[config.mk]
export PLATFORM = sky130hd
export DESIGN_NAME = windowed_tachometer_average_unit
export DESIGN_NICKNAME = d
export VERILOG_FILES = /design/src/design/wta_pkg.sv /design/src/design/windowed_tachometer_average_unit.sv
export SDC_FILE = /design/constraint.sdc
export NUM_CORES = 2
export LEC_CHECK = 0
export BUFFER_PORTS_ARGS = -buffer_cell sky130_fd_sc_hd__buf_4
export CAP_MARGIN = 15
export CORE_UTILIZATION = 30
export CTS_CLUSTER_DIAMETER = 30
export CTS_CLUSTER_SIZE = 28
export DETAILED_ROUTE_END_ITERATION = 16
export SKIP_CTS_REPAIR_TIMING = 1
export SLEW_MARGIN = 20
export SYNTH_ARGS = -nofsm -noshare
export SYNTH_HDL_FRONTEND = slang
export SYNTH_SLANG_ARGS = --single-unit
[constraint.sdc]
create_clock -name clk -period 11.28 [get_ports clk]
set_input_delay 2.256 -clock clk [delete_from_list [all_inputs] [get_ports clk]]
set_output_delay 2.256 -clock clk [all_outputs]
set_load 0.01 [all_outputs]
[src/design/wta_pkg.sv]
`timescale 1ns / 1ps
// ----------------------------------------------------------------------------
// wta_pkg
// Widths and constants shared by the windowed tachometer average unit and
// its checker.
// ----------------------------------------------------------------------------
package wta_pkg;

  localparam int EDGE_W  = 15;
  localparam int TIME_W  = 32;
  localparam int RATE_W  = 16;
  localparam int SCALE_W = 26;

  // edge counter wraps at this value, not at a power of two
  localparam logic [EDGE_W:0]    COUNT_WRAP  = 16'd32767;
  localparam logic [SCALE_W-1:0] SCALE_RESET = 26'd15000000;
  localparam logic [RATE_W-1:0]  RATE_MAX    = 16'hFFFF;

  // scale * edges
  localparam int PROD_W = SCALE_W + EDGE_W;

  typedef struct packed {
    logic [EDGE_W-1:0] count;
    logic [TIME_W-1:0] stamp;
  } snapshot_t;

endpackage

[src/design/windowed_tachometer_average_unit.sv]
`timescale 1ns / 1ps
// ----------------------------------------------------------------------------
// windowed_tachometer_average_unit
// Instant and windowed-mean rate from edge-counter and timestamp samples.
// ----------------------------------------------------------------------------
// Use:
//   Input channel (in_valid / in_stall) carries edge_count and time_us, one
//   transaction per sample tick. Output channel (out_valid / out_stall)
//   returns rpm_mean and rpm_instant, one transaction per input.
//   rate_scale is written through cfg_valid / cfg_ready / cfg_data; cfg_ready
//   is always high. The user must write it only while idle (not enforced).
// Timing:
//   One shared restoring divider (one quotient bit per cycle) does both the
//   rate division and the mean division. The rate division is skipped when
//   the elapsed time is zero or the rate saturates. in_stall is high from the
//   transaction until the result is placed in the output register; no new
//   sample is taken before that.
// Reset (rst, synchronous): rings emptied, running sum cleared, rate_scale
//   back to 15000000, no result pending.
// Stall: a finished result waits in the output register; the next input is
//   still taken, and its result waits for the first to leave.
// ----------------------------------------------------------------------------
module windowed_tachometer_average_unit #(
  parameter int SNAPSHOT_DEPTH = 10,
  parameter int AVERAGE_DEPTH  = 10
) (
  input  logic                          clk,
  input  logic                          rst,
  input  logic                          in_valid,
  output logic                          in_stall,
  input  logic [wta_pkg::EDGE_W-1:0]    edge_count,
  input  logic [wta_pkg::TIME_W-1:0]    time_us,
  output logic                          out_valid,
  input  logic                          out_stall,
  output logic [wta_pkg::RATE_W-1:0]    rpm_mean,
  output logic [wta_pkg::RATE_W-1:0]    rpm_instant,
  input  logic                          cfg_valid,
  output logic                          cfg_ready,
  input  logic [wta_pkg::SCALE_W-1:0]   cfg_data
);
  import wta_pkg::*;

  localparam int SI_W  = (SNAPSHOT_DEPTH > 1) ? $clog2(SNAPSHOT_DEPTH) : 1;
  localparam int SF_W  = $clog2(SNAPSHOT_DEPTH + 1);
  localparam int AI_W  = (AVERAGE_DEPTH > 1) ? $clog2(AVERAGE_DEPTH) : 1;
  localparam int AF_W  = $clog2(AVERAGE_DEPTH + 1);
  localparam int SUM_W = $clog2(AVERAGE_DEPTH * 65535 + 1);
  localparam int CNT_W = $clog2(RATE_W);
  localparam int HI_W  = PROD_W - RATE_W;

  typedef enum logic [8:0] {
    S_IDLE = 9'b000000001,
    S_READ = 9'b000000010,
    S_DIFF = 9'b000000100,
    S_MUL  = 9'b000001000,
    S_RCHK = 9'b000010000,
    S_DIVR = 9'b000100000,
    S_SUM  = 9'b001000000,
    S_DIVM = 9'b010000000,
    S_DONE = 9'b100000000
  } state_t;

  state_t state;

  logic [SCALE_W-1:0] rate_scale;

  logic [EDGE_W-1:0]  count_q;
  logic [TIME_W-1:0]  now_q;

  snapshot_t          snap_mem [SNAPSHOT_DEPTH];
  snapshot_t          snap_q;
  logic [SI_W-1:0]    snapshot_head;
  logic [SF_W-1:0]    snapshot_fill;
  logic [SI_W-1:0]    snap_rd_idx;
  logic [SI_W-1:0]    snap_head_inc;

  logic [RATE_W-1:0]  rate_mem [AVERAGE_DEPTH];
  logic [RATE_W-1:0]  rate_q;
  logic [AI_W-1:0]    rate_head;
  logic [AF_W-1:0]    rate_fill;
  logic [SUM_W-1:0]   rate_sum;
  logic [RATE_W-1:0]  rate_val;

  logic [EDGE_W-1:0]  edges;
  logic [TIME_W-1:0]  elapsed;
  logic [PROD_W-1:0]  product;

  // shared divider
  logic [TIME_W-1:0]  div_rem;
  logic [RATE_W-1:0]  div_low;
  logic [TIME_W-1:0]  div_dsr;
  logic [CNT_W-1:0]   div_cnt;
  logic [TIME_W:0]    rem_sh;
  logic               rem_ge;
  logic [TIME_W-1:0]  rem_next;
  logic [RATE_W-1:0]  low_next;
  logic               div_last;

  logic               in_take;
  logic               out_free;
  logic [EDGE_W-1:0]  old_count;
  logic [TIME_W-1:0]  old_stamp;
  logic [EDGE_W:0]    edge_diff;
  logic [SUM_W-1:0]   sum_next;
  logic [AF_W-1:0]    rate_fill_next;
  logic [PROD_W-1:0]  sum_wide;

  assign cfg_ready = 1'b1;
  assign in_stall  = (state != S_IDLE);
  assign in_take   = in_valid && !in_stall;
  assign out_free  = !out_valid || !out_stall;

  // oldest snapshot: slot 0 until the ring wraps, then the slot after head
  assign snap_head_inc = (snapshot_head == SI_W'(SNAPSHOT_DEPTH - 1)) ?
                         '0 : snapshot_head + 1'b1;
  assign snap_rd_idx   = (snapshot_fill == SF_W'(SNAPSHOT_DEPTH)) ?
                         snap_head_inc : '0;

  // first sample compares against itself
  assign old_count = (snapshot_fill == '0) ? count_q : snap_q.count;
  assign old_stamp = (snapshot_fill == '0) ? now_q   : snap_q.stamp;
  assign edge_diff = COUNT_WRAP + {1'b0, count_q} - {1'b0, old_count};

  assign rate_fill_next = (rate_fill == AF_W'(AVERAGE_DEPTH)) ?
                          rate_fill : rate_fill + 1'b1;
  assign sum_next = rate_sum + SUM_W'(rate_val) -
                    ((rate_fill == AF_W'(AVERAGE_DEPTH)) ? SUM_W'(rate_q) : '0);
  assign sum_wide = PROD_W'(sum_next);

  // one restoring step: quotient bits shift into div_low as dividend leaves
  always_comb begin
    rem_sh   = {div_rem, div_low[RATE_W-1]};
    rem_ge   = (rem_sh >= {1'b0, div_dsr});
    rem_next = rem_ge ? TIME_W'(rem_sh - {1'b0, div_dsr}) : rem_sh[TIME_W-1:0];
    low_next = {div_low[RATE_W-2:0], rem_ge};
    div_last = (div_cnt == CNT_W'(RATE_W - 1));
  end

  always_ff @(posedge clk) begin
    if (rst) begin
      rate_scale <= SCALE_RESET;
    end else if (cfg_valid && cfg_ready) begin
      rate_scale <= cfg_data;
    end
  end

  // snapshot ring
  always_ff @(posedge clk) begin
    if (state == S_READ) begin
      snap_q <= snap_mem[snap_rd_idx];
    end
    if (state == S_DIFF) begin
      snap_mem[snapshot_head] <= '{count: count_q, stamp: now_q};
    end
  end

  // rate ring
  always_ff @(posedge clk) begin
    if (state == S_READ) begin
      rate_q <= rate_mem[rate_head];
    end
    if (state == S_SUM) begin
      rate_mem[rate_head] <= rate_val;
    end
  end

  always_ff @(posedge clk) begin
    if (in_take) begin
      count_q <= edge_count;
      now_q   <= time_us;
    end
    case (state)
      S_DIFF: begin
        // a count of 32767 against 0 lands on twice the wrap
        if (edge_diff == {COUNT_WRAP[EDGE_W-1:0], 1'b0}) begin
          edges <= '0;
        end else begin
          edges <= (edge_diff >= COUNT_WRAP) ? EDGE_W'(edge_diff - COUNT_WRAP)
                                             : EDGE_W'(edge_diff);
        end
        elapsed <= now_q - old_stamp;
      end
      S_MUL: begin
        product <= PROD_W'(rate_scale) * PROD_W'(edges);
      end
      S_RCHK: begin
        div_rem <= TIME_W'(product[PROD_W-1:RATE_W]);
        div_low <= product[RATE_W-1:0];
        div_dsr <= elapsed;
        div_cnt <= '0;
        if (elapsed == '0) begin
          rate_val <= '0;
        end else if (TIME_W'(product[PROD_W-1:RATE_W]) >= elapsed) begin
          rate_val <= RATE_MAX;
        end
      end
      S_DIVR: begin
        div_rem <= rem_next;
        div_low <= low_next;
        div_cnt <= div_cnt + 1'b1;
        if (div_last) begin
          rate_val <= low_next;
        end
      end
      S_SUM: begin
        // sum / fill < 2^16, so the top bits start below the divisor
        div_rem <= TIME_W'(sum_wide[PROD_W-1:RATE_W]);
        div_low <= sum_wide[RATE_W-1:0];
        div_dsr <= TIME_W'(rate_fill_next);
        div_cnt <= '0;
      end
      S_DIVM: begin
        div_rem <= rem_next;
        div_low <= low_next;
        div_cnt <= div_cnt + 1'b1;
      end
      S_DONE: begin
        if (out_free) begin
          rpm_mean    <= div_low;
          rpm_instant <= rate_val;
        end
      end
      default: begin
      end
    endcase
  end

  always_ff @(posedge clk) begin
    if (rst) begin
      state         <= S_IDLE;
      out_valid     <= 1'b0;
      snapshot_head <= '0;
      snapshot_fill <= '0;
      rate_head     <= '0;
      rate_fill     <= '0;
      rate_sum      <= '0;
    end else begin
      if (state == S_DONE && out_free) begin
        out_valid <= 1'b1;
      end else if (out_valid && !out_stall) begin
        out_valid <= 1'b0;
      end
      case (state)
        S_IDLE: begin
          if (in_take) begin
            state <= S_READ;
          end
        end
        S_READ: begin
          state <= S_DIFF;
        end
        S_DIFF: begin
          snapshot_head <= snap_head_inc;
          if (snapshot_fill != SF_W'(SNAPSHOT_DEPTH)) begin
            snapshot_fill <= snapshot_fill + 1'b1;
          end
          state <= S_MUL;
        end
        S_MUL: begin
          state <= S_RCHK;
        end
        S_RCHK: begin
          if (elapsed == '0 ||
              TIME_W'(product[PROD_W-1:RATE_W]) >= elapsed) begin
            state <= S_SUM;
          end else begin
            state <= S_DIVR;
          end
        end
        S_DIVR: begin
          if (div_last) begin
            state <= S_SUM;
          end
        end
        S_SUM: begin
          rate_sum  <= sum_next;
          rate_fill <= rate_fill_next;
          rate_head <= (rate_head == AI_W'(AVERAGE_DEPTH - 1)) ?
                       '0 : rate_head + 1'b1;
          state     <= S_DIVM;
        end
        S_DIVM: begin
          if (div_last) begin
            state <= S_DONE;
          end
        end
        S_DONE: begin
          if (out_free) begin
            state <= S_IDLE;
          end
        end
        default: begin
          state <= S_IDLE;
        end
      endcase
    end
  end

endmodule

=== Word-level counts from Yosys, hierarchy flattened ===
Memories as Yosys holds them, arrays and structs flattened. A register that Yosys moved wholly into a read port is not among the register bits.
Cells that the tools add are included.

* Register bits after elaboration: 339
* Bits in latches: 0
* Memory bits (writable): 630
* Memory bits (read-only): 0
* Bits of input ports: 78
* Logic and storage cells: 110
* Memories kept: 2

* Add/subtract/negate cells: 12
* Multiply operators: 1
* Div/mod/pow operators: 0
* Magnitude comparators: 3
* Equality and inequality tests: 22
* Shift-type cells: 0
* Mux-type cells: 29
* Bitwise gates (word level): 0
* Reduce and logical (&&, ||, !) cells: 21

{| class="wikitable"
|+ Memories
! name !! words !! width !! read ports !! clocked after memory_dff !! write ports !! RTL line !! source
|-
| snap_mem || 10 || 47 || 1 || 1 || 1 || windowed_tachometer_average_unit.sv:70 || <nowiki>snapshot_t snap_mem [SNAPSHOT_DEPTH];</nowiki>
|-
| rate_mem || 10 || 16 || 1 || 1 || 1 || windowed_tachometer_average_unit.sv:77 || <nowiki>logic [RATE_W-1:0] rate_mem [AVERAGE_DEPTH];</nowiki>
|}

{| class="wikitable"
|+ Operators with widths
! cell !! number
|-
| case mux 32 bit (3 select lines) || 1
|-
| case mux 9 bit (9 select lines) || 1
|-
| two-way mux 16 bit || 4
|-
| two-way mux 32 bit || 2
|-
| case mux 32 bit (2 select lines) || 1
|-
| subtractor 32 bit || 2
|-
| case mux 16 bit (3 select lines) || 1
|-
| multiplier 26 x 15 -> 41 bit || 1
|-
| two-way mux 9 bit || 4
|-
| greater-or-equal comparator 33 x 32 -> 1 bit || 1
|-
| greater-or-equal comparator 25 x 32 -> 1 bit || 1
|-
| logical NOT 32 bit || 1
|-
| case mux 16 bit (2 select lines) || 1
|-
| two-way mux 15 bit || 2
|-
| adder 20 x 16 -> 20 bit || 1
|-
| adder 4 x 1 -> 4 bit, second input constant || 5
|-
| equality test 4 bit, second input constant || 5
|-
| subtractor 20 x 16 -> 20 bit || 1
|-
| adder 15 x 15 -> 16 bit, first input constant || 1
|-
| equality test 16 bit, second input constant || 1
|-
| greater-or-equal comparator 16 x 15 -> 1 bit, second input constant || 1
|-
| two-way mux 4 bit || 4
|-
| subtractor 16 x 15 -> 16 bit || 1
|-
| subtractor 15 bit, second input constant || 1
|-
| 26 further kinds || 44
|}

=== Longest topological paths before layout ===
* Depth in word-level cells: 5
* Mapped depth: 26
* Gate-level depth less buffers: 25

=== Least setup slack after synthesis ===
Ideal clock, no wire load.

* Path kind: register to register
* Start: reg state[4]
* End: reg rate_q[0], read port of rate_mem, enable pin
* Setup time: 643 ps
* Data arrival time: 6770 ps
* Required time: 10637 ps
* Slack: 3867 ps
* Cell stages (with the launch flop): 4
* Path buffers: 0
* Clock period less this slack: 7413 ps
* Cells stage by stage: dfxtp_1 nor3_1 nand2_1 nor4bb_1

* Cells in the longest elaborated chain, start to end: 1

{| class="wikitable"
|+ RTL lines
! item !! RTL line !! source
|-
| start, declared || windowed_tachometer_average_unit.sv:63 || <nowiki>state_t state;</nowiki>
|-
| start signal, assigned || windowed_tachometer_average_unit.sv:230 || <nowiki>state <= S_IDLE;</nowiki>
|-
| start signal, assigned || windowed_tachometer_average_unit.sv:246 || <nowiki>state <= S_READ;</nowiki>
|-
| start signal, assigned || windowed_tachometer_average_unit.sv:250 || <nowiki>state <= S_DIFF;</nowiki>
|-
| equality test 9 x 2 -> 1 bit || windowed_tachometer_average_unit.sv:159 || <nowiki>if (state == S_READ) begin</nowiki>
|-
| end, declared || windowed_tachometer_average_unit.sv:78 || <nowiki>logic [RATE_W-1:0] rate_q;</nowiki>
|}

No other way between the ends.
A chain may end at the register's enable or synchronous reset.

=== Worst setup path in the final report ===
* Start: reg edges[6]
* End: reg product[40], data pin

* Cells in the longest elaborated chain, start to end: 1

{| class="wikitable"
|+ RTL lines
! item !! RTL line !! source
|-
| start, declared || windowed_tachometer_average_unit.sv:84 || <nowiki>logic [EDGE_W-1:0] edges;</nowiki>
|-
| start signal, assigned || windowed_tachometer_average_unit.sv:178 || <nowiki>edges <= (edge_diff >= COUNT_WRAP) ? EDGE_W'(edge_diff - COUNT_WRAP)</nowiki>
|-
| multiplier 26 x 15 -> 41 bit || windowed_tachometer_average_unit.sv:184 || <nowiki>product <= PROD_W'(rate_scale) * PROD_W'(edges);</nowiki>
|-
| end signal, assigned || windowed_tachometer_average_unit.sv:184 ||
|-
| end, declared || windowed_tachometer_average_unit.sv:86 || <nowiki>logic [PROD_W-1:0] product;</nowiki>
|}

No other way between the ends.

==> summary.md <==
| Metric | Value |
|---|---|
| DRC | 0 |
| Synthesized area | 57400 sq um |
| TritonCTS Sinks | just over 1000 |
| Most common cell in the netlist | edfxtp_1 |
| Die area | approximately 190000 sq um |
| Peak Freq | ~140 MHz |
| Syn_nets | ~5400 |
| Synth unique cells | 82 |
| Mean post-synth cell area | approximately 12 sq um |
| Placed inst area | slightly above 60000 sq um |
| Vias | 37200 |
| WHS Endpoint | rate_sum[4] |
| Core area | approximately 190000 sq um |
| Post-synth top flop | edfxtp_1 |
| Final #Nets | ~5600 |
| Vias in the first global route | 38100 |
| Gr ovfl total | 0 |
| Yosys top cell by area | edfxtp_1 |
| Design area | around 70000 sq um |
| First-pass GRT wire length | 222000 um |
| IO Count | about 110 |
| Peak VDD IR | 242 uV |
| Hold Path Class | reg -> reg |
| P_leak | 26.9 nW |
| Critical Path RT | between 10000 and 15000 ps |
| Worst-Skew Late Latency | slightly above 800 ps |
| Post-route ant nets | 0 |
| Status | finished, final reports clean |
| FF-to-FF Start | edges[6] |
| Initial antenna violation count | 1 |
| Maximum clock insertion buffer count | 3 |
| Synthesized flop and latch total | around 1000 |
| Setup_tns | 0 ps |
| Pwr/cell area | a little over 200 nW/um^2 |
| Register-to-Register Path Depth | 22 |
| CP Data Arrival Time | a little under 8000 ps |
| Iter 0 DRT Violations | roughly 2900 |
| Worst Hold Launch | rate_sum[4] |
| Drt pass-1 iters | 5 |
| Sw Share | a little under 30% |
| Crit Path Category | reg -> reg |
| Post-synth EDFFs | 960 |
| CTS tree | built |
| Crit start category | flip-flop |
| Sequential element share of the synthesized area | a little over half |
| Critical Path End Type | flip-flop |
| All-Layer GR Usage | between 10% and 20% |
| # port buffers | 111 |
| Sequential power share | between 30% and 40% |
| RSZ-0062 raised after global routing | false |
| R2R setup slack | 3950 ps |
| Number of H-tree levels | 4 |
| Placer Congestion | approximately 0.83 |
| Cts bufs inserted | between 200 and 250 |
| Hold path cells | 2 |
| Number of max-cap violations | 0 |
| Tmin final | 7330 ps |
| Vias per cell | around 4.9 |
| Crit path max fanout | 26 |
| Initial Util | between 30 and 40% |
| Share of cells above drive strength 1 | between 10% and 20% |
| Hold Vio Cnt, Final | 0 |
| Site Rows | 160 |
| Post-detail-place hpwl | 90100 um |
| Fillers | 18300 |
| Die Span X | approximately 440 um |
| Total routed wirelength | 141000 um |
| Reg clk slew, reported paths | 50 ps |
| Sw Pwr | around 0.0041 W |
| Rel. slew slack | 29.4% |
| Slew Limit Fails | 0 |
| Clock skew | around 82 ps |
| Synth top area cells | edfxtp_1, fa_1, ha_1 |
| Final period utilization | between 60% and 70% |
| Area Growth Syn to Fin | 20.0% |
| Pint | between 0.009 and 0.01 W |
| Warnings from Yosys | 0 |
| Die H | about 440 um |
| Worst slew pin tran | between 1000 and 1500 ps |
| Root buffer cell | clkbuf_16 |
| Clk pwr share | 46.1% |
| Synth top cells by count | edfxtp_1, nand2_1, inv_1 |
| Worst r2r dst | product[40] |
| Synth top area share | ~50% |
| Endpoints failing setup | 0 |
| Routed wire per std cell | 18.5 um |
| Combinational share of power | between 20 and 25% |
| Largest net degree at the start of global routing | between 80 and 90 |
| Ys async rst share | 0% |
| Mapped Cells | ~4800 |
==> per-layer routing <==
layer / up-vias / global-route usage (%) / part of all wire, %
met5: - / 0 / 0
met4: 0 / 4.39 / 2.1
met3: 197 / 2.18 / 5.1
met2: 1006 / 24.5 / 48
met1: 18800 / 19.6 / 44
li1: 17200 / - / -
==> worst max-delay path by stage <==
stage | start | end | slack [ps] | cells past startpoint
3_3_place_gp | edges[6] | product[40] | 4100 | 22
6_report | edges[6] | product[40] | 3950 | 22
3_5_place_dp | edges[6] | product[40] | 4060 | 22
2_1_floorplan | state[4] | rate_q[0] | 3870 | 3
5_1_grt | edges[6] | product[40] | 3590 | 22
4_1_cts | edges[6] | product[40] | 4030 | 22
==> registers in the layout, summed over array words and instances (netlist names), 32 cells and up <==
name / count
elapsed: 32
now_q: 32
rate_mem: 160
snap_q: 47
product: 41
div_dsr: 32
snap_mem: 470
div_rem: 32
==> power by group through the flow <==
stage	logic [W]	registers (W)	clock network [W]
CTS	0.00321	0.00446	0.00660
detailed placement	0.00316	0.00453	0
global route	0.00359	0.00446	0.00679
finish	0.00315	0.00446	0.00650
floorplan	0.00240	0.00448	0
global placement	0.00315	0.00452	0
==> final cells by class <==
type                       count  area (sq um)  share of cell area [%]
antenna                        1          2.50                 0.00363
clock buffer                 234          5430                    7.87
clock inverter               170          2240                    3.26
inverter                     503          1890                    2.74
multi-input combinational   3027         24700                    35.8
sequential                  1032         30300                    43.9
tap                         2511          3140                    4.56
timing repair buffer         165          1270                    1.84
==> kinds of logic (layout without fill, tap and decap cells) <==
kind of cell | after synthesis | in the layout | synth area share [%]
compound gates | 793 | 793 | 9.08
fa+ha+maj | 565 | 565 | 16.6
buf+inv | 731 | 1072 | 4.79
mux | 135 | 135 | 3.05
simple gates | 1390 | 1390 | 11.6
xor+xnor | 143 | 143 | 2.18
flops | 1032 | 1032 | 52.7
other cells | 1 | 2 | 0.00653
==> metrics by stage <==
stage	utilization, %	instances	worst slack [ps]	power [W]	hold WS [ps]
6_report	36.2	7643	3950	0.0141	454
5_1_grt	36.2	7642	3590	0.0148	470
4_1_cts	36.2	7640	4030	0.0143	454
3_5_place_dp	32.2	7236	4060	0.00769	448
3_3_place_gp	32.2	7236	4100	0.00767	443
2_1_floorplan	-	4790	3870	0.00688	436
==> layout by cell type, fill, tap and decap left out, types with 36 or more instances in the layout <==
master,count
a211oi_1,74
a21o_1,65
a21oi_1,161
a311oi_1,49
a31oi_1,56
and2_1,212
and3_1,56
buf_4,163
clkbuf_16,212
clkinvlp_4,37
dfxtp_1,70
edfxtp_1,960
fa_1,329
ha_1,236
inv_1,501
mux2i_1,102
nand2_1,624
nand3_1,46
nor2_1,170
nor2b_1,63
nor3_1,36
o21a_1,40
o21ai_0,150
o21ai_1,44
o221ai_1,48
or3_1,63
xnor2_1,94
xor2_1,49
==> critical path, cell delays in order, from the launching register on <==
cell and delay [ps]:
edfxtp_1 960, nand2_1 190, fa_1 540, fa_1 520, inv_1 50, fa_1 550
fa_1 420, fa_1 520, inv_1 60, fa_1 470, inv_1 40, ha_1 340
a21oi_1 300, o21a_1 180, o21ai_1 80, o21a_1 120, o311ai_1 420, nand3_1 250
o22ai_1 390, o21ai_1 160, a31o_2 250, a21oi_1 170, xnor2_1 80
No activity file was read; power rests on OpenSTA's default activity.
